## src/hw/rtl/cft_pkg.sv

```systemverilog
package cft_pkg;

  localparam int COORD_BITS = 12;
  localparam int FRAC_BITS  = 8;
  localparam int IN_BITS    = 12;
  localparam int OUT_BITS   = 24;

  // widths of the intermediate terms
  localparam int DIFF_W = COORD_BITS + 1;
  localparam int PROD_W = 2 * DIFF_W;
  localparam int DET_W  = PROD_W + 2;
  localparam int NORM_W = 2 * COORD_BITS + 1;
  localparam int NUM_W  = DIFF_W + NORM_W + 2;
  localparam int DIVD_W = NUM_W + FRAC_BITS;
  localparam int DEN_W  = DET_W;
  localparam int QB     = ((OUT_BITS > COORD_BITS + FRAC_BITS) ?
                           OUT_BITS : COORD_BITS + FRAC_BITS) + 2;
  localparam int REM_W  = (DIVD_W > DEN_W + QB) ? DIVD_W : DEN_W + QB;
  localparam int DX_W   = QB + 2;
  localparam int CS_W   = ((DX_W > COORD_BITS + FRAC_BITS + 1) ?
                           DX_W : COORD_BITS + FRAC_BITS + 1) + 1;
  localparam int SQ_W   = 2 * OUT_BITS + 1;
  localparam int RB     = OUT_BITS + 1;
  localparam int SR_W   = SQ_W + 1;

  typedef logic [COORD_BITS-1:0] coord_t;

  typedef struct packed {
    logic   deg;
    coord_t x1;
    coord_t y1;
    logic   neg_x;
    logic   neg_y;
    logic   big_x;
    logic   big_y;
  } div_side_t;

  typedef struct packed {
    logic [REM_W-1:0] rem_x;
    logic [REM_W-1:0] rem_y;
    logic [REM_W-1:0] dsh;
    logic [QB-1:0]    q_x;
    logic [QB-1:0]    q_y;
    div_side_t        side;
  } div_data_t;

  typedef struct packed {
    logic                       deg;
    logic                       sat;
    logic                       rad_big;
    logic signed [OUT_BITS-1:0] cx;
    logic signed [OUT_BITS-1:0] cy;
  } sqrt_side_t;

  typedef struct packed {
    logic [SR_W-1:0] v;
    logic [SR_W-1:0] res;
    logic [SR_W-1:0] probe;
    sqrt_side_t      side;
  } sqrt_data_t;

endpackage

```

## src/hw/rtl/cft_div_cell.sv

```systemverilog
module cft_div_cell (
  input  logic               clk,
  input  logic               rst_n,
  input  logic               in_valid,
  output logic               in_ready,
  input  cft_pkg::div_data_t in_data,
  output logic               out_valid,
  input  logic               out_ready,
  output cft_pkg::div_data_t out_data
);

  logic               valid_r;
  cft_pkg::div_data_t data_r;
  cft_pkg::div_data_t data_nxt;
  logic               ge_x;
  logic               ge_y;

  assign in_ready  = !valid_r || out_ready;
  assign out_valid = valid_r;
  assign out_data  = data_r;

  // one restoring quotient bit per lane
  always_comb begin
    ge_x           = in_data.rem_x >= in_data.dsh;
    ge_y           = in_data.rem_y >= in_data.dsh;
    data_nxt       = in_data;
    data_nxt.rem_x = ge_x ? in_data.rem_x - in_data.dsh : in_data.rem_x;
    data_nxt.rem_y = ge_y ? in_data.rem_y - in_data.dsh : in_data.rem_y;
    data_nxt.q_x   = {in_data.q_x[cft_pkg::QB-2:0], ge_x};
    data_nxt.q_y   = {in_data.q_y[cft_pkg::QB-2:0], ge_y};
    data_nxt.dsh   = in_data.dsh >> 1;
  end

  always_ff @(posedge clk) begin
    if (!rst_n) begin
      valid_r <= 1'b0;
    end else if (in_ready) begin
      valid_r <= in_valid;
    end
  end

  always_ff @(posedge clk) begin
    if (in_ready && in_valid) begin
      data_r <= data_nxt;
    end
  end

endmodule

```

## config.mk

```make
export PLATFORM = sky130hd
export DESIGN_NAME = cft_div_cell
export DESIGN_NICKNAME = d
export VERILOG_FILES = /design/src/hw/rtl/cft_pkg.sv /design/src/hw/rtl/cft_div_cell.sv
export SDC_FILE = /design/constraint.sdc
export NUM_CORES = 1
export LEC_CHECK = 0
export BUFFER_PORTS_ARGS = -buffer_cell sky130_fd_sc_hd__buf_2
export CORE_MARGIN = 8
export CORE_UTILIZATION = 47
export DETAILED_ROUTE_END_ITERATION = 10
export MAX_ROUTING_LAYER = met4
export PLACE_DENSITY = 0.8
export SLEW_MARGIN = 20
export SYNTH_ARGS = -nofsm -noshare
export SYNTH_HDL_FRONTEND = slang
export SYNTH_SLANG_ARGS = --single-unit
```

## constraint.sdc

```tcl
create_clock -name clk -period 6.56 [get_ports clk]
set_clock_uncertainty 0.05 [all_clocks]
set_input_delay 0.328 -clock clk [delete_from_list [all_inputs] [get_ports clk]]
set_output_delay 0.328 -clock clk [all_outputs]
set_load 0.005 [all_outputs]
```

==> results.ini, run 1 <==
[cts]
cts_made_buffers = 28
clk_latency_ns = 0.54
cts-root-buf = clkbuf_16
cts.sinks = 243
cts.clk_slew.worst_paths_ns = 0.06
clock_path_buffers = 3
cts_tree = done
htree_num_levels = 1

[detailed_routing]
routed_wl_um = 57300
vias_per_cell = 5.68
vias = 14400
final_antenna_net_count = 0
first_iter_violations = 909
post_drt_wl_per_cell_um = 22.5
drc = 0
firstDrtPassIters = 6

[synth]
synthSimpleGateAreaFrac_pct = 12.6
synth.area.mux_share_pct = 1.33
synth_top_family_by_area = compound AO/OA/AOI/OAI gates
synth_compound_area_share_pct = 19.5
synth_edf_count = 242
syn_area_per_cell_um2 = 10.0
synth_seq_cells = 243
synthCells = 1518
synth_fp_nets = 1875
synth_flop_cell = edfxtp_1
synth_area_um2 = 15200
synthXorXnorAreaFrac_pct = 5.46
async_flop_share_pct = 0
yosysWarnings = 0
yosys.area_share.adder_pct = 9.13
ys_seq_area_share_pct = 47.8
ys_types = 71

[timing]
fin_crit_ns = 4.62
tightest_slew_ns = 1.01
tns_ns = 0
hold_viol = 0
finalCritPeriodShare_pct = 70.5
drv_slew = 0
worst_slack_ns = 1.94
hold_ws_ns = 0.0244
rsz0062_at_grt = false
setup_viol = 0
relSlewSlack_pct = 32.6
fmax_mhz = 216

[die]
coreArea_um2 = 32200
start_util_pct = 47.3
pin_count = 492
die_w_um = 196
rows = 66
die_h_um = 196
dieArea_um2 = 38400

[layout]
multiInputGateArea_um2 = 7330
layout.nets = 2459
drive_gt1_share_pct = 26.8
fillers = 2630
area_delta_synth_final_pct = 32.7
seq_area_um2 = 7290
final_util_pct = 62.8

[critical_path]
critPathLaunch = in_data[82]
worstPathMaxFanout = 63
critPathTopFamily = simple AND/OR/NAND/NOR gates
slowest_delay_ns = 0.79
reg2reg_to = out_data[166]
reg2reg_slack_ns = 4.15
required_ns = 6.75
path_class = in2reg
critPathSlowestCell = nor2_4
cp.arrival_ns = 4.81
endpoint_kind = flip-flop
rr_startpoint = out_valid
start_kind = primary input
crit_buf_inv = 4
reg2regPathDepth = 3
cp_cell_sequence = dlygate4sd3_1 -> buf_2 -> inv_1 -> fa_1 -> a21oi_1 -> o211ai_1 -> or3b_4 -> nand4_2 -> and3_4 -> o2111ai_4 -> a2111oi_4 -> nor2_4 -> buf_4 -> o21ai_0

[power_and_ir_drop]
ir_worst_vdd_uv = 216
leakage_nw = 8.91
powerDensity_nw_per_um2 = 234

[global_routing]
track_usage_pct = 29.3
grt_max_degree = 130
antenna_found_initial = 9
grt_pass1_vias = 14500
grt_overflow_total = 0
grt_pass1_wl_um = 85600

[outcome]
status = finished, final reports clean

[place]
routabilityCongestion = 0.993
place_ws_ns = 1.90
port_buffers = 488
detailed_place_hpwl_um = 44000

[min_path]
hold_depth = 3
hold_path_class = in2reg
min-delay-start = in_data[147]
holdPathEnd = out_data[147]

[run]
maxCapViolations = 0

[layout by cell type (no fill, tap or decap), types with 11 or more instances in the layout]
master	Yosys	routed
xnor2_1	62	62
nor2b_1	12	12
o211ai_1	15	15
nand4_1	30	30
xor2_1	33	33
dlygate4sd3_1	0	134
and3_1	15	15
nor2_1	111	110
mux2_2	14	14
edfxtp_1	242	242
a21oi_1	175	175
nand2b_1	11	11
clkbuf_16	0	29
nand2_1	137	137
nor3_1	15	15
a31oi_1	23	23
diode_2	0	11
inv_1	86	86
o21ai_0	114	114
ha_1	108	108
o21bai_1	25	25
a21o_1	61	61
buf_2	10	488
nand3_1	29	29
[report_power, final]
group          switching, mW  internal, mW
Clock                  0.651         0.879
Combinational          0.747         0.527
Sequential            0.0370          1.89
Total                   1.43          3.29
[worst register-to-register path, stage by stage (launching register included)]
cell	delay [ns]
dfxtp_1	0.31
nand2b_1	0.15
and2_4	0.59
buf_4	0.85
[kinds of logic after synthesis]
family | count (synthesis)
simple gates | 408
other cells | 1
compound gates | 484
mux | 18
buf+inv | 159
fa+ha+maj | 110
xor+xnor | 95
flops | 243
[cell type report]
type / count / area share (%)
timing repair buffer: 626 / 19.0
antenna: 11 / 0.136
sequential: 243 / 36.0
clock inverter: 19 / 0.774
inverter: 87 / 1.62
clock buffer: 31 / 3.63
multi-input combinational: 1116 / 36.3
tap: 408 / 2.53
[what timing repair did]
action,in CTS,in global routing
resized for setup,0,0
hold buffers,134,0
endpoints found under the hold margin,133,0
buffers inserted,0,0
endpoints found under the setup margin,0,0
[worst max path at each step]
stage	to	slack, ns	cells past startpoint
CTS	out_data[187]	1.95	14
floorplan	out_data[0]	2.62	2
global route	out_data[208]	1.68	14
finish	out_data[175]	1.94	14
detailed placement	out_data[187]	1.90	15
global placement	out_data[187]	1.93	15
[stage by stage]
| step | power [mW] | std cells | instance area, um2 |
|---|---|---|---|
| after CTS | 4.73 | 2530 | 20200 |
| after floorplan | 2.69 | 1518 | 15200 |
| final | 4.73 | 2541 | 20200 |
| after global placement | 3.12 | 2346 | 18000 |
| after global routing | 4.93 | 2537 | 20200 |
| after detailed placement | 3.14 | 2346 | 18000 |
[per-layer routing]
metal	up-vias	share of wire [%]	GRT usage, %
li1	6786	-	-
met1	6920	39	33.3
met2	628	51	51.7
met3	105	7.4	6.32
met4	0	2.8	7.94
met5	-	0	-
[sequential cells by signal, indices dropped and copies added (netlist names)]
signal     count
out_valid      1
out_data     242
[Yosys cell counts (all sizes together), types with 4 or more instances]
master	instances	share of area (%)
a211o	5	0.29
a211oi	9	0.48
a21boi	4	0.20
a21o	61	3.0
a21oi	175	5.7
a31oi	23	0.94
and2	8	0.33
and3	16	0.69
buf	13	0.53
clkbuf	59	1.5
edfxtp	242	48
ha	108	8.9
inv	87	2.1
mux2	15	1.1
nand2	137	3.4
nand2b	11	0.45
nand3	29	0.95
nand4	31	1.3
nor2	112	2.8
nor2b	12	0.49
nor3	15	0.49
nor4	8	0.33
o2111ai	8	0.57
o211ai	15	0.74
o21a	8	0.39
o21ai	118	3.9
o21bai	25	1.2
o31ai	8	0.43
or2	7	0.29
or3	7	0.29
xnor2	62	3.6
xor2	33	1.9
(Power assumes the default switching activity.)
==> run 2, diff against run 1 <==
Clock period 6.56 ns to 4 ns, I/O delays scaled along.
==> run 2 against run 1 <==
Compared with the run above: routed wire length grew 4.7%; combinational power grew 77%; setup slack lost 1.7 ns; total power grew 70%; highest routed layer unchanged.
==> results.ini, run 2 (synthesized netlist as in run 1, its figures left out) <==
[min_path]
holdPathEnd = out_data[198]
hold_depth = 3  ; unchanged
min-delay-start = in_data[198]
hold_path_class = in2reg

[cts]
cts.sinks = 243  ; unchanged
cts_tree = done
clk_latency_ns = 0.55  ; about the same
htree_num_levels = 1  ; unchanged
post_cts_buffers = 0  ; unchanged
cts_made_buffers = 28  ; unchanged
cts.clk_slew.worst_paths_ns = 0.06  ; about the same
clock_path_buffers = 3  ; unchanged
cts-root-buf = clkbuf_16

[outcome]
status = finished, final reports clean

[critical_path]
reg2reg_slack_ns = 1.88  ; -2.27 ns
rr_startpoint = out_valid
worstPathMaxFanout = 16  ; -75%
reg2reg_to = out_data[107]
required_ns = 4.23  ; -2.52 ns
slowest_delay_ns = 0.56  ; -0.23 ns
endpoint_kind = flip-flop
cp_cell_sequence = dlygate4sd3_1 -> buf_2 -> inv_1 -> ha_1 -> and2_1 -> nand3_1 -> nor3_1 -> o21a_1 -> nor3_1 -> a2111oi_4 -> nor2_4 -> buf_4 -> buf_4 -> nand2_1 -> o21ai_0
critPathLaunch = in_data[124]
critPathSlowestCell = nor3_1
path_class = in2reg
cp.arrival_ns = 4.04  ; -0.77 ns
start_kind = primary input
reg2regPathDepth = 3  ; unchanged

[global_routing]
grt_pass1_wl_um = 90700  ; +5.9%
grt_overflow_total = 0  ; unchanged
track_usage_pct = 30.9  ; +1.6 points
grt_pass1_vias = 15700  ; +8.4%
antenna_found_initial = 4  ; -5
grt_max_degree = 77  ; -41%

[detailed_routing]
vias = 15300  ; +5.7%
firstDrtPassIters = 6  ; unchanged
top_layer = met4
wl_met2_um = 30100  ; +3.1%
vias_per_cell = 5.71  ; +0.54%
routed-wl-met3_um = 4710  ; +11%
post_drt_wl_per_cell_um = 22.4  ; -0.43%
routed_wl_um = 60000  ; +4.7%
drc = 0  ; unchanged
first_iter_violations = 1042  ; +15%
met1_length_um = 22700  ; +1.7%
final_antenna_net_count = 0  ; unchanged

[die]
die_w_um = 196  ; unchanged
die_h_um = 196  ; unchanged
start_util_pct = 47.3  ; unchanged
dieArea_um2 = 38400  ; unchanged
pin_count = 492  ; unchanged
coreArea_um2 = 32200  ; unchanged
rows = 66  ; unchanged

[layout]
area_delta_synth_final_pct = 41.4
layout.nets = 2592  ; +5.4%
drive_gt1_share_pct = 26.8  ; about the same
stdcell_count = 2672  ; +5.2%
largest_reg_flops = 242  ; unchanged
layout_commonest_cell = buf_2
layout_common_cells = buf_2 (488), edfxtp_1 (242), dlygate4sd3_1 (234), a21oi_1 (174), nand2_1 (137)

[power_and_ir_drop]
powerDensity_nw_per_um2 = 374  ; +60%
p_total_mw = 8.05  ; +70%
leakage_nw = 9.53  ; +6.9%
ir_worst_vdd_uv = 342  ; +58%

[timing]
drv_slew = 0  ; unchanged
fmax_mhz = 262
tns_ns = 0  ; unchanged
worst_slack_ns = 0.190  ; -1.75 ns
hold_ws_ns = 0.0112  ; -0.0132 ns
fin_crit_ns = 3.81
relSlewSlack_pct = 45.8  ; +13 points
tightest_slew_ns = 0.813  ; -0.195 ns
rsz0062_at_grt = false
finalCritPeriodShare_pct = 95.2
setup_viol = 0  ; unchanged
hold_viol = 0  ; unchanged

[place]
routabilityCongestion = 1.01  ; +1.6%
port_buffers = 488  ; unchanged
dpl.cell_count = 2379  ; +1.4%
place_ws_ns = 0.255  ; -1.65 ns
detailed_place_hpwl_um = 44000  ; +0.16%

[run]
maxCapViolations = 0  ; unchanged

## run 2: cell types whose count changed in the layout (fill, tap and decap cells not counted), sizes merged
cell,before,now
bufinv,2,3
buf,492,525
dlygate4sd3,134,234
clkinvlp,3,2
clkinv,14,10
diode,11,7
inv,87,90
clkbuf,31,34
## run 2: routing by layer
layer / global-route usage [%] / vias up
met5: - / -
met2: 53.9 / 802
met1: 34.7 / 7245
met3: 5.40 / 152
li1: - / 7067
met4: 12.7 / 0
## run 2: cell type report
| type | count | area (um2) |
|---|---|---|
| Fill cell | 2389 | 10700 |
| Multi-Input combinational cell | 1116 | 7340 |
| Sequential cell | 243 | 7290 |
| Timing Repair Buffer | 759 | 5120 |
| Clock buffer | 34 | 744 |
| Tap cell | 408 | 510 |
| Inverter | 87 | 327 |
| Clock inverter | 18 | 186 |
| Antenna cell | 7 | 17.5 |
## run 2: metrics by stage
step	util [%]	cell area (um2)
2_1_floorplan	-	15200
3_3_place_gp	56.6	18200
3_5_place_dp	56.6	18200
4_1_cts	66.8	21500
5_1_grt	66.8	21500
6_report	66.9	21500
## run 2: repair_timing
item,in CTS,in global routing
endpoints found under the hold margin,233,0
hold buffers,234,0
setup endpoints to repair,0,4
resized for setup,0,2
## run 2: report_power, final
| part | switching (mW) | internal (mW) | leakage, nW |
|---|---|---|---|
| clock network | 1.11 | 1.53 | 0.455 |
| logic | 1.28 | 0.975 | 6.73 |
| registers | 0.0700 | 3.09 | 2.35 |
## run 2: how the worst max path moves through the flow
stage	depth (start not counted)	endpoint
after floorplan	2	out_data[0]
after global placement	12	out_data[185]
after detailed placement	12	out_data[151]
after CTS	17	out_data[183]
after global routing	15	out_data[142]
final	15	out_data[141]
## run 2: critical path: cells and delay by family
family,cells,cell delay [ns]
simple gates,6,1.37
compound gates,3,0.89
fa+ha+maj,1,0.46
buf+inv,5,1.12
==> run 3, diff against run 2 <==
Settings changed: RECOVER_POWER set to 100.
==> run 3 against run 2 <==
Compared with the run above: clock power about the same; routed wire length is essentially flat; sequential power about the same; the flow now finishes with violations (max-capacitance violations, max-slew violations); core utilization fell by 1.1 points; clock-buffer cell count unchanged; critical endpoint is now out_data[185]; fmax down 0.77%.
==> results.ini, run 3 (synthesized netlist as in run 1, its figures left out) <==
[outcome]
status = finished with violations
violations = max-capacitance violations, max-slew violations

[layout]
layout.nets = 2592  ; unchanged
layout_commonest_cell = clkbuf_1
fin_area_um2 = 21200  ; -1.7%
stdcell_count = 2670  ; -0.075%
layout_common_cells = clkbuf_1 (268), edfxtp_1 (242), dlygate4sd3_1 (234), buf_2 (226), a21oi_1 (174)
fillers = 2573  ; +7.7%
seq_area_um2 = 7290  ; unchanged
final_util_pct = 65.7  ; -1.1 points
multiInputGateArea_um2 = 7330  ; about the same
drive_gt1_share_pct = 14.9  ; -12 points
area_delta_synth_final_pct = 39.0
largest_reg_flops = 242  ; unchanged

[place]
routabilityCongestion = 1.01  ; unchanged
port_buffers = 488  ; unchanged
detailed_place_hpwl_um = 44000  ; unchanged
place_area_um2 = 18200  ; unchanged
place_ws_ns = 0.255  ; unchanged
dpl.cell_count = 2379  ; unchanged

[detailed_routing]
vias_per_cell = 5.73  ; +0.33%
post_drt_wl_per_cell_um = 22.5  ; +0.11%
vias = 15300  ; +0.26%
routed-wl-met3_um = 5010  ; +6.5%
routed_wl_um = 60000  ; about the same
wl_met2_um = 29800  ; -0.73%
top_layer = met4
firstDrtPassIters = 5  ; -1
met1_length_um = 22300  ; -1.5%
drc = 0  ; unchanged
final_antenna_net_count = 0  ; unchanged
first_iter_violations = 1087  ; +4.3%

[power_and_ir_drop]
powerDensity_nw_per_um2 = 378  ; +1.1%
leakage_nw = 8.79  ; -7.8%
p_total_mw = 8.01  ; -0.56%
ir_worst_vdd_uv = 341  ; -0.40%

[critical_path]
start_kind = primary input
cp_cell_sequence = dlygate4sd3_1 -> buf_2 -> inv_1 -> ha_1 -> and2_1 -> nand3_1 -> nor3_1 -> o21a_1 -> nor3_1 -> a2111oi_4 -> nor2_4 -> inv_1 -> buf_4 -> mux2_2
slowest_delay_ns = 0.56  ; about the same
critPathSlowestCell = nor3_1
path_class = in2reg
cp.arrival_ns = 4.10  ; +0.06 ns
endpoint_kind = flip-flop
worstPathMaxFanout = 9  ; -7
required_ns = 4.26  ; +0.03 ns

[die]
die_w_um = 196  ; unchanged
coreArea_um2 = 32200  ; unchanged
die_h_um = 196  ; unchanged
dieArea_um2 = 38400  ; unchanged
rows = 66  ; unchanged
start_util_pct = 47.3  ; unchanged
pin_count = 492  ; unchanged

[timing]
worst_slack_ns = 0.161  ; -0.0296 ns
drv_slew = 58  ; +58
finalCritPeriodShare_pct = 96.0  ; +0.74 points
hold_ws_ns = 0.00927  ; -0.00188 ns
relSlewSlack_pct = -83.0  ; -130 points
tns_ns = 0  ; unchanged
rsz0062_at_grt = false
tightest_slew_ns = 2.74  ; +1.93 ns
fin_crit_ns = 3.84  ; +0.0296 ns
fmax_mhz = 260  ; -0.77%
setup_viol = 0  ; unchanged
hold_viol = 0  ; unchanged

[run]
maxCapViolations = 1  ; +1

[global_routing]
track_usage_pct = 30.9  ; unchanged
grt_overflow_total = 0  ; unchanged
grt_pass1_vias = 15700  ; unchanged
antenna_found_initial = 4  ; unchanged
grt_max_degree = 77  ; unchanged
grt_pass1_wl_um = 90700  ; unchanged

[cts]
cts.sinks = 243  ; unchanged
cts-root-buf = clkbuf_16
cts_tree = done
clk_latency_ns = 0.55  ; about the same
htree_num_levels = 1  ; unchanged
post_cts_buffers = 0  ; unchanged
cts.clk_slew.worst_paths_ns = 0.07  ; about the same
clock_path_buffers = 3  ; unchanged
cts_made_buffers = 28  ; unchanged

[min_path]
hold_path_class = in2reg

-- run 3: cell count changes in the layout (fill, tap and decap cells not counted), sizes merged --
cell    delta
buf      -267
clkbuf   +267
diode      -2
-- run 3: power breakdown --
group          switching [mW]  total, mW  internal [mW]
logic                    1.28       2.19          0.916
registers              0.0756       3.17           3.09
clock network            1.11       2.64           1.53
total                    2.47       8.01           5.54
-- run 3: worst paths after layout --
kind,cells past startpoint,start,endpoint,slack [ns]
worst min-delay path,3,in_data[198],out_data[198],0.009
worst min register to register,3,out_valid,out_valid,1.12
worst max register to register,3,out_valid,out_data[42],0.23
worst max-delay path,14,in_data[124],out_data[185],0.16
-- run 3: area by class of cell --
| class | instances | area share [%] |
|---|---|---|
| diodes | 5 | 0.0591 |
| clock buffers | 34 | 3.52 |
| clock inverters | 18 | 0.881 |
| inverters | 87 | 1.54 |
| multi-input cells | 1116 | 34.6 |
| flip-flops and latches | 243 | 34.4 |
| well taps | 408 | 2.41 |
| repair buffers | 759 | 22.5 |
-- run 3: critical path: cells and delay by family --
family | cells | cell delay, ns
buffers and inverters | 5 | 1.05
multiplexers | 1 | 0.33
AO/OA/AOI/OAI | 2 | 0.80
adder cells (fa/ha/maj) | 1 | 0.45
AND/OR/NAND/NOR | 5 | 1.25
-- run 3: per-layer routing --
metal  vias to the layer above  GRT usage [%]
li1                       7061              -
met1                      7194           34.7
met2                       868           53.9
met3                       182           5.40
met4                         0           12.7
met5                         -              -
-- run 3: what timing repair did --
action | in CTS | in global routing
setup endpoints to repair | 0 | 4
resized for setup | 0 | 2
hold endpoints to repair | 233 | 0
hold buffers | 234 | 0
